**config.mk**
```make
export PLATFORM = sky130hd
export DESIGN_NAME = importance_history_shift_stack_unit
export DESIGN_NICKNAME = d
export VERILOG_FILES = /design/src/rtl/ihss_pkg.sv /design/src/rtl/importance_history_shift_stack_unit.sv /design/src/rtl/ihss_ctrl.sv /design/src/rtl/ihss_dpath.sv
export SDC_FILE = /design/constraint.sdc
export NUM_CORES = 1
export LEC_CHECK = 0
export BUFFER_PORTS_ARGS = -buffer_cell sky130_fd_sc_hd__buf_4
export CAP_MARGIN = 15
export CORE_UTILIZATION = 30
export CTS_CLUSTER_DIAMETER = 120
export DETAILED_ROUTE_END_ITERATION = 10
export REMOVE_ABC_BUFFERS = 1
export SLEW_MARGIN = 20
export SYNTH_ARGS = -nofsm -noshare
export SYNTH_HDL_FRONTEND = slang
export SYNTH_HIERARCHICAL = 1
export SYNTH_SLANG_ARGS = --single-unit
```
**constraint.sdc**
```tcl
create_clock -name clk -period 4.4 [get_ports clk]
set_clock_uncertainty 0.1 [all_clocks]
set_input_delay 0.88 -clock clk [delete_from_list [all_inputs] [get_ports clk]]
set_output_delay 0.88 -clock clk [all_outputs]
set_load 0.02 [all_outputs]
```
**src/rtl/ihss_pkg.sv**
```systemverilog
`timescale 1ns / 1ps

package ihss_pkg;

    localparam int HISTORY_DEPTH_DEF = 3;

    localparam int ACTION_W = 2;
    localparam int DATA_W   = 64;
    localparam int STATUS_W = 2;

    localparam logic [ACTION_W-1:0] ACT_PUSH = 2'd0;
    localparam logic [ACTION_W-1:0] ACT_POP  = 2'd1;
    localparam logic [ACTION_W-1:0] ACT_GET  = 2'd2;

    localparam logic [STATUS_W-1:0] STAT_OK        = 2'd0;
    localparam logic [STATUS_W-1:0] STAT_PUSH_LOW  = 2'd1;
    localparam logic [STATUS_W-1:0] STAT_POP_EMPTY = 2'd2;

    typedef struct packed {
        logic step;
    } ihss_cmd_t;

endpackage

```
**src/rtl/importance_history_shift_stack_unit.sv**
```systemverilog
`timescale 1ns / 1ps
// The result beat is valid in the cycle after the input beat is taken.
// Throughput: one request per cycle while m_tready is high; the output register frees as it drains.
// Shift and parallel height compare over the history are computed combinationally.
// Reset (rst_n low, async): history cleared and marked empty, no beat pending.

module importance_history_shift_stack_unit
    import ihss_pkg::*;
#(
    parameter int HISTORY_DEPTH = HISTORY_DEPTH_DEF
)
(
    input  logic                  clk,
    input  logic                  rst_n,
    input  logic                  s_tvalid,
    output logic                  s_tready,
    input  logic [2*DATA_W-1:0]   s_tdata,   // importance_value, height_value
    input  logic [ACTION_W-1:0]   s_tuser,   // action
    output logic                  m_tvalid,
    input  logic                  m_tready,
    output logic [3*DATA_W-1:0]   m_tdata,   // found_value, front_value, front_height
    output logic [STATUS_W-1:0]   m_tuser    // status
);

    ihss_cmd_t         cmd;
    logic [DATA_W-1:0] found_value;
    logic [DATA_W-1:0] front_value;
    logic [DATA_W-1:0] front_height;

    ihss_ctrl u_ctrl (
        .clk      (clk),
        .rst_n    (rst_n),
        .s_tvalid (s_tvalid),
        .s_tready (s_tready),
        .m_tvalid (m_tvalid),
        .m_tready (m_tready),
        .cmd      (cmd)
    );

    ihss_dpath #(
        .HISTORY_DEPTH (HISTORY_DEPTH)
    ) u_dpath (
        .clk              (clk),
        .rst_n            (rst_n),
        .cmd              (cmd),
        .action           (s_tuser),
        .importance_value (s_tdata[DATA_W-1:0]),
        .height_value     (s_tdata[2*DATA_W-1:DATA_W]),
        .status           (m_tuser),
        .found_value      (found_value),
        .front_value      (front_value),
        .front_height     (front_height)
    );

    assign m_tdata = {front_height, front_value, found_value};

endmodule

```
**src/rtl/ihss_ctrl.sv**
```systemverilog
`timescale 1ns / 1ps

module ihss_ctrl
    import ihss_pkg::*;
(
    input  logic      clk,
    input  logic      rst_n,
    input  logic      s_tvalid,
    output logic      s_tready,
    output logic      m_tvalid,
    input  logic      m_tready,
    output ihss_cmd_t cmd
);

    typedef enum logic {
        ST_EMPTY,
        ST_FULL
    } state_t;

    state_t state_reg;
    state_t state_next;

    assign m_tvalid = (state_reg == ST_FULL);
    assign s_tready = (state_reg == ST_EMPTY) || m_tready;
    assign cmd.step = s_tvalid && s_tready;

    always_comb
    begin
        state_next = state_reg;
        case (state_reg)
            ST_EMPTY:
            begin
                if (cmd.step)
                begin
                    state_next = ST_FULL;
                end
            end
            ST_FULL:
            begin
                if (cmd.step)
                begin
                    state_next = ST_FULL;
                end
                else if (m_tready)
                begin
                    state_next = ST_EMPTY;
                end
            end
            default:
            begin
                state_next = ST_EMPTY;
            end
        endcase
    end

    always_ff @(posedge clk or negedge rst_n)
    begin
        if (!rst_n)
        begin
            state_reg <= ST_EMPTY;
        end
        else
        begin
            state_reg <= state_next;
        end
    end

    a_step_fills: assert property (@(posedge clk) disable iff (!rst_n)
        cmd.step |=> state_reg == ST_FULL)
        else $error("result beat missing after step");

    a_drain_empties: assert property (@(posedge clk) disable iff (!rst_n)
        (state_reg == ST_FULL && m_tready && !s_tvalid) |=> state_reg == ST_EMPTY)
        else $error("output not released after drain");

endmodule

```
**src/rtl/ihss_dpath.sv**
```systemverilog
`timescale 1ns / 1ps

module ihss_dpath
    import ihss_pkg::*;
#(
    parameter int HISTORY_DEPTH = HISTORY_DEPTH_DEF
)
(
    input  logic                clk,
    input  logic                rst_n,
    input  ihss_cmd_t           cmd,
    input  logic [ACTION_W-1:0] action,
    input  logic [DATA_W-1:0]   importance_value,
    input  logic [DATA_W-1:0]   height_value,
    output logic [STATUS_W-1:0] status,
    output logic [DATA_W-1:0]   found_value,
    output logic [DATA_W-1:0]   front_value,
    output logic [DATA_W-1:0]   front_height
);

    logic [DATA_W-1:0]   vals_reg [HISTORY_DEPTH];
    logic [DATA_W-1:0]   vals_next [HISTORY_DEPTH];
    logic [DATA_W-1:0]   hts_reg [HISTORY_DEPTH];
    logic [DATA_W-1:0]   hts_next [HISTORY_DEPTH];
    logic                present_reg;
    logic                present_next;
    logic [STATUS_W-1:0] status_reg;
    logic [STATUS_W-1:0] status_next;
    logic [DATA_W-1:0]   found_reg;
    logic [DATA_W-1:0]   found_next;

    assign front_value  = present_reg ? vals_reg[0] : '0;
    assign front_height = present_reg ? hts_reg[0] : '0;
    assign status       = status_reg;
    assign found_value  = found_reg;

    always_comb
    begin
        vals_next    = vals_reg;
        hts_next     = hts_reg;
        present_next = present_reg;
        status_next  = STAT_OK;
        found_next   = '0;
        case (action)
            ACT_PUSH:
            begin
                if (height_value <= front_height)
                begin
                    status_next = STAT_PUSH_LOW;
                end
                else
                begin
                    for (int i = 1; i < HISTORY_DEPTH; i++)
                    begin
                        vals_next[i] = vals_reg[i-1];
                        hts_next[i]  = hts_reg[i-1];
                    end
                    vals_next[0] = importance_value;
                    hts_next[0]  = height_value;
                    present_next = 1'b1;
                end
            end
            ACT_POP:
            begin
                if (!present_reg)
                begin
                    status_next = STAT_POP_EMPTY;
                end
                else if (vals_reg[1] == '0)
                begin
                    // new front would be zero: drop the whole history
                    for (int i = 0; i < HISTORY_DEPTH; i++)
                    begin
                        vals_next[i] = '0;
                        hts_next[i]  = '0;
                    end
                    present_next = 1'b0;
                end
                else
                begin
                    for (int i = 0; i < HISTORY_DEPTH - 1; i++)
                    begin
                        vals_next[i] = vals_reg[i+1];
                        hts_next[i]  = hts_reg[i+1];
                    end
                    vals_next[HISTORY_DEPTH-1] = '0;
                    hts_next[HISTORY_DEPTH-1]  = '0;
                end
            end
            ACT_GET:
            begin
                // walk from the old end so the newest match wins
                if (present_reg)
                begin
                    for (int i = HISTORY_DEPTH - 1; i >= 0; i--)
                    begin
                        if (hts_reg[i] == height_value)
                        begin
                            found_next = vals_reg[i];
                        end
                    end
                end
            end
            default:
            begin
            end
        endcase
    end

    always_ff @(posedge clk or negedge rst_n)
    begin
        if (!rst_n)
        begin
            for (int i = 0; i < HISTORY_DEPTH; i++)
            begin
                vals_reg[i] <= '0;
                hts_reg[i]  <= '0;
            end
            present_reg <= 1'b0;
        end
        else if (cmd.step)
        begin
            vals_reg    <= vals_next;
            hts_reg     <= hts_next;
            present_reg <= present_next;
        end
    end

    always_ff @(posedge clk)
    begin
        if (cmd.step)
        begin
            status_reg <= status_next;
            found_reg  <= found_next;
        end
    end

    a_empty_is_clear: assert property (@(posedge clk) disable iff (!rst_n)
        !present_reg |-> (vals_reg[0] == '0 && hts_reg[0] == '0))
        else $error("empty history holds stale front");

    a_push_lands: assert property (@(posedge clk) disable iff (!rst_n)
        (cmd.step && action == ACT_PUSH && height_value > front_height)
        |=> (present_reg && hts_reg[0] == $past(height_value)
             && status_reg == STAT_OK))
        else $error("accepted push not at front");

    a_pop_empty_flag: assert property (@(posedge clk) disable iff (!rst_n)
        (cmd.step && action == ACT_POP && !present_reg)
        |=> (status_reg == STAT_POP_EMPTY && !present_reg))
        else $error("pop on empty not flagged");

endmodule
```
# Yosys cells after proc, flatten, opt, wreduce, memory -nomap -nowiden
# Cells that the tools add are included.
word_totals:
  rom_bits: 0
  mem_bits_rw: 0
  wordCells: 51
  output_inout_bits: 196
  mem_count: 0
  reg_bits: 452
  latchBits: 0
op_classes:
  bitwise: 1
  div_mod_pow: 0
  n_eq_ne: 7
  n_reduce_logical: 8
  shifts: 0
  n_mul: 0
  add_sub_neg: 0
  mux: 24
  order_cmp: 1
op_table:
  columns: ["op", "n"]
  rows:
  - ["2-to-1 mux 192 bit", 6]
  - ["one-hot mux 192 bit (2 select lines)", 2]
  - ["2-to-1 mux 64 bit", 5]
  - ["== test 64 bit", 3]
  - ["<= comparator 64 bit", 1]
  - ["zero test 64 bit", 1]
  - ["2-to-1 mux 1 bit", 7]
  - ["one-hot mux 1 bit (2 select lines)", 2]
  - ["one-hot mux 2 bit (2 select lines)", 1]
  - ["AND reduction 4 bit", 1]
  - ["AND reduction 3 bit", 1]
  - ["== test 2 x 1 -> 1 bit, second input constant", 1]
  - ["== test 2 bit, second input constant", 1]
  - ["zero test 2 bit", 1]
  - ["2-to-1 mux 2 bit", 1]
  - ["!= test 2 x 1 -> 1 bit, second input constant", 1]
  - ["!= test 2 bit, second input constant", 1]
  - ["AND reduction 2 bit", 1]
  - ["nonzero test 2 bit", 1]
  - ["logical AND 1 bit", 1]
  - ["logical OR 1 bit", 1]
  - ["NOT 1 bit", 1]

# Depth between registers and ports, before layout
logic_depth:
  word_depth: 5
  depth_mapped: 16

# Cells and area by module
# The synthesis kept the hierarchy.
modules_own_cells:
  columns: ["mod", "n_inst", "area_per_inst_um2", "seq_area_each_um2", "cells_per_inst"]
  rows:
  - ["ihss_dpath", 1, 27380.0, 11616.1, 2683]
  - ["ihss_ctrl", 1, 53.8, 25.0, 4]

# Worst setup path before layout
# Ideal clock, no wire load.
synth_timing:
  kind: "reg-to-reg"
  start: "register u_dpath.present_reg"
  end: "register u_dpath/hts_reg[100] in the netlist's numbering"
  synth_period_minus_slack_ns: 3.464
  required_ns: 4.210
  setup_ns: 0.090
  path_buffers: 6
  path_stages_with_launch: 16
  t_arrival_ns: 3.273
  setup_slack_ns: 0.936
  cell_sequence: "dfrtp_1 -> clkbuf_1 -> clkbuf_1 -> nand2_1 -> ha_1 -> nand4_2 -> nor4_4 -> nor3b_2 -> a211oi_1 -> a21bo_1 -> buf_2 -> and2_4 -> buf_6 -> buf_8 -> buf_8 -> o31ai_4"
synth_via:
  elab_chain_cells: 4
  word_cells_on_any_way: 5
  classes_between: "order compare (1); eq/ne (2); mux (1); reduce/logical (1)"
synth_lines:
  columns: ["item", "line", "text"]
  rows:
  - ["start, declared", "ihss_dpath.sv:25", "logic present_reg;"]
  - ["start signal, assigned", "ihss_dpath.sv:125", "present_reg <= present_next;"]
  - ["2-to-1 mux 64 bit", "ihss_dpath.sv:33", "assign front_height = present_reg ? hts_reg[0] : '0;"]
  - ["<= comparator 64 bit", "ihss_dpath.sv:47", "if (height_value <= front_height)"]
  - ["!= test 2 bit (no source line)", null, null]
  - ["AND reduction 4 bit (no source line) *", null, null]
  - ["end signal, assigned", "ihss_dpath.sv:124", "hts_reg <= hts_next;"]
  - ["end, declared", "ihss_dpath.sv:23", "logic [DATA_W-1:0] hts_reg [HISTORY_DEPTH];"]
# Every way passes the cells marked *; elsewhere a longest branch is shown, timed or not.
# A chain may end at the register's enable or synchronous reset.

# Worst setup path after layout
layout_timing:
  start: "register u_dpath.present_reg"
  end: "register u_dpath/hts_reg[93] in the netlist's numbering"
# The elaborated chain is that of the path after synthesis.

==> impl_metrics.csv <==
group,metric,value,unit
power,ir_drop,426,uV
worst_setup_path,critPathSlowestCell,"dfrtp_4",
final_layout,area_growth,22.0,%
synthesis,postSynthCellCount,2687,
timing,slew_headroom,0.267,
route,antenna_left,0,
route,met2WireLength,42700,um
synthesis,ys.flop_type,"dfrtp_1",
timing,layout_min_cycle_time,4270,ps
route,wirelength,93200,um
synthesis,synth-seq-cells,452,
global_routing,grt_overflow,0,
synthesis,ys_warn_count,6,
worst_setup_path,startpoint_type,"flip-flop",
global_routing,antenna_found_initial,1,
worst_setup_path,cp_num_buf_inv,3,
synthesis,netlist_area,0.0274,mm^2
floorplan,die_y,304,um
final_layout,stdcell_count,4148,
timing,hold_viol,0,
route,wl_per_cell,22.5,um
timing,setup_viol,0,
placement,postPlaceCellArea,0.0316,mm^2
route,vias,22600,
floorplan,die_width,304,um
clock_network,cts_tree,"done",
timing,slew_violations,0,
status,status,"finished clean",
timing,worst_hold_slack,203,ps
placement,numPortBuffers,329,
placement,hpwl,63400,um
timing,tightestPinTransition,1100,ps
timing,fin_crit_sh,0.971,
placement,place.gp.congestion,0.888,
min_path,hold_path_class,"in2async",
power,design_power_total,20.8,mW
global_routing,grt_max_degree,217,
route,met1Wirelength,41300,um
clock_network,cts_buffer_depth,3,
global_routing,first_global_vias,22100,
route,routed_via_density,5.45,
placement,placed_cells,4042,
route,maxUsedRoutingLayer,"met4",
clock_network,cts_max_level,2,
floorplan,rows,110,
synthesis,avgSynthCellArea,10.2,um^2
job,max_cap_viol_count,0,
final_layout,drive_gt1_frac,0.219,
worst_setup_path,crit_type,"reg2reg",
clock_network,clkSlewWorstSetupHoldPaths,60,ps
worst_setup_path,worstPathRequired,4830,ps
route,drtIter0Drc,1994,
synthesis,yosysSeqAreaShare,0.424,
synthesis,yosysUniqueCellTypes,47,
power,leakage,15.9,nW
final_layout,fill_cells,8930,
power,powerDensity,620,mW/mm^2
synthesis,synthArstFlopShare,0.854,
worst_setup_path,max_stage_delay,750,ps
timing,timing.fmax,234,MHz
final_layout,design_area,0.0335,mm^2
worst_setup_path,cp_max_fo,38,
floorplan,core_area,0.0903,mm^2
timing,rsz0062_at_grt,"false",
timing,setup-tns-final,0,ps
floorplan,ios,330,
route,drc_errors,0,
clock_network,cts_buffers,55,
worst_setup_path,path_cells,"buf_4, nand2_1, ha_1, nand2_1, o21ai_0, a2111oi_1, o211ai_1, a21oi_1, a21bo_4, buf_12, buf_4, nand3_1, o31ai_4",
clock_network,clk_latency,620,ps
route,first_pass_iters,5,
clock_network,cts.sinks,452,
floorplan,dieArea,0.0927,mm^2
synthesis,synth_edf_count,66,
floorplan,initial_core_util,0.304,
clock_network,root_buffer,"clkbuf_16",
final_layout,fin_nets,3125,
worst_setup_path,cp.arrival,4700,ps
worst_setup_path,crit_family,"compound AO/OA/AOI/OAI gates",
global_routing,grtUsageTotal,0.195,
route,dr_wl_met3,5990,um
worst_setup_path,critPathCaptureType,"flip-flop",
global_routing,grt_pass1_wl,143000,um
-- power by group --
group	switching (mW)	internal, mW
combinational	4.86	3.54
sequential	1.89	5.67
clock	1.92	2.89
total	8.66	12.1
-- metal layers --
layer  track usage  up-vias
li1              -    10300
met5             0        -
met2         0.307      891
met3        0.0306      156
met4        0.0651        0
met1         0.273    11300
-- cell usage in the layout (no fill, tap or decap), types with 55 or more instances in the layout --
master,Yosys,final
nand3_1,519,518
dfrtp_1,386,385
buf_4,3,375
mux2i_1,288,288
nand2_1,210,210
xor2_1,128,128
o31ai_4,80,80
o21ai_0,72,72
inv_1,66,66
edfxtp_1,66,66
and2_1,65,65
xnor2_1,64,64
ha_1,64,64
o31ai_1,62,62
clkbuf_16,0,55
-- logic make-up after synthesis --
logic type,Yosys count,synth area share
xor gates and xnor gates,192,0.0613
buffers and inverters,302,0.0486
AOI/OAI and AO/OA,375,0.146
muxes,288,0.105
DFF,452,0.424
and+or+nand+nor,1014,0.185
adders and majority gates,64,0.0292
-- worst reg2reg max path, delay by kind of cell (launching register included) --
family	cells	cell delay [ps]
flip-flops	1	750
buffers and inverters	3	910
AO/OA/AOI/OAI	6	1700
adder cells (fa/ha/maj)	1	340
AND/OR/NAND/NOR	3	380
-- cells in the mapped netlist (all sizes together), types with 4 or more instances --
library cell    n  area share
nand3         519       0.095
dfrtp         386        0.35
mux2i         288        0.11
nand2         210       0.029
o31ai         192        0.10
clkbuf        180       0.025
xor2          128       0.041
o21ai          72       0.013
and2           67       0.015
edfxtp         66       0.072
inv            66      0.0090
ha             64       0.029
xnor2          64       0.020
nor4           59       0.014
buf            56       0.015
nand4          44       0.010
nor2           37      0.0051
nor2b          35      0.0080
nor3           35      0.0064
a221oi         34       0.011
a22o           32       0.010
a21oi          31      0.0057
nand2b          4      0.0012
-- per-stage QoR --
step / setup slack [ps] / utilization
global route: 39.2 / 0.371
finish: 128 / 0.371
detailed placement: 203 / 0.349
CTS: 118 / 0.370
floorplan: -26830 / -
global placement: 158 / 0.349
-- layout make-up --
class / instances / area [um^2] / area share
clock inverter: 15 / 260 / 0.00778
clock buffer: 86 / 1620 / 0.0485
timing repair buffer: 419 / 3690 / 0.110
inverter: 66 / 248 / 0.00740
antenna: 1 / 2.50 / 0.0000748
multi-input combinational: 1933 / 14500 / 0.434
tap: 1176 / 1470 / 0.0440
sequential: 452 / 11600 / 0.348
-- timing repair --
action / 4_1_cts / 5_1_grt
endpoints found under the hold margin: 0 / 0
setup buffers: 0 / 4
resized for setup: 0 / 1
hold buffers: 0 / 0
setup endpoints to repair: 0 / 62
-- final timing paths --
kind                                            from              endpoint  slack (ps)  depth (start not counted)
worst min register to register  u_dpath/vals_reg[22]  u_dpath/vals_reg[22]         420                          2
worst min-delay path                           rst_n   u_dpath/hts_reg[94]         200                          1
worst max register to register   u_dpath/present_reg   u_dpath/hts_reg[93]         130                         13
worst max-delay path             u_dpath/present_reg   u_dpath/hts_reg[93]         130                         13
min in group clk                            s_tvalid       u_ctrl/m_tvalid         390                          2
max in group asynchronous                      rst_n  u_dpath/vals_reg[34]        2940                          3
Power figures use the tool's default switching activity.
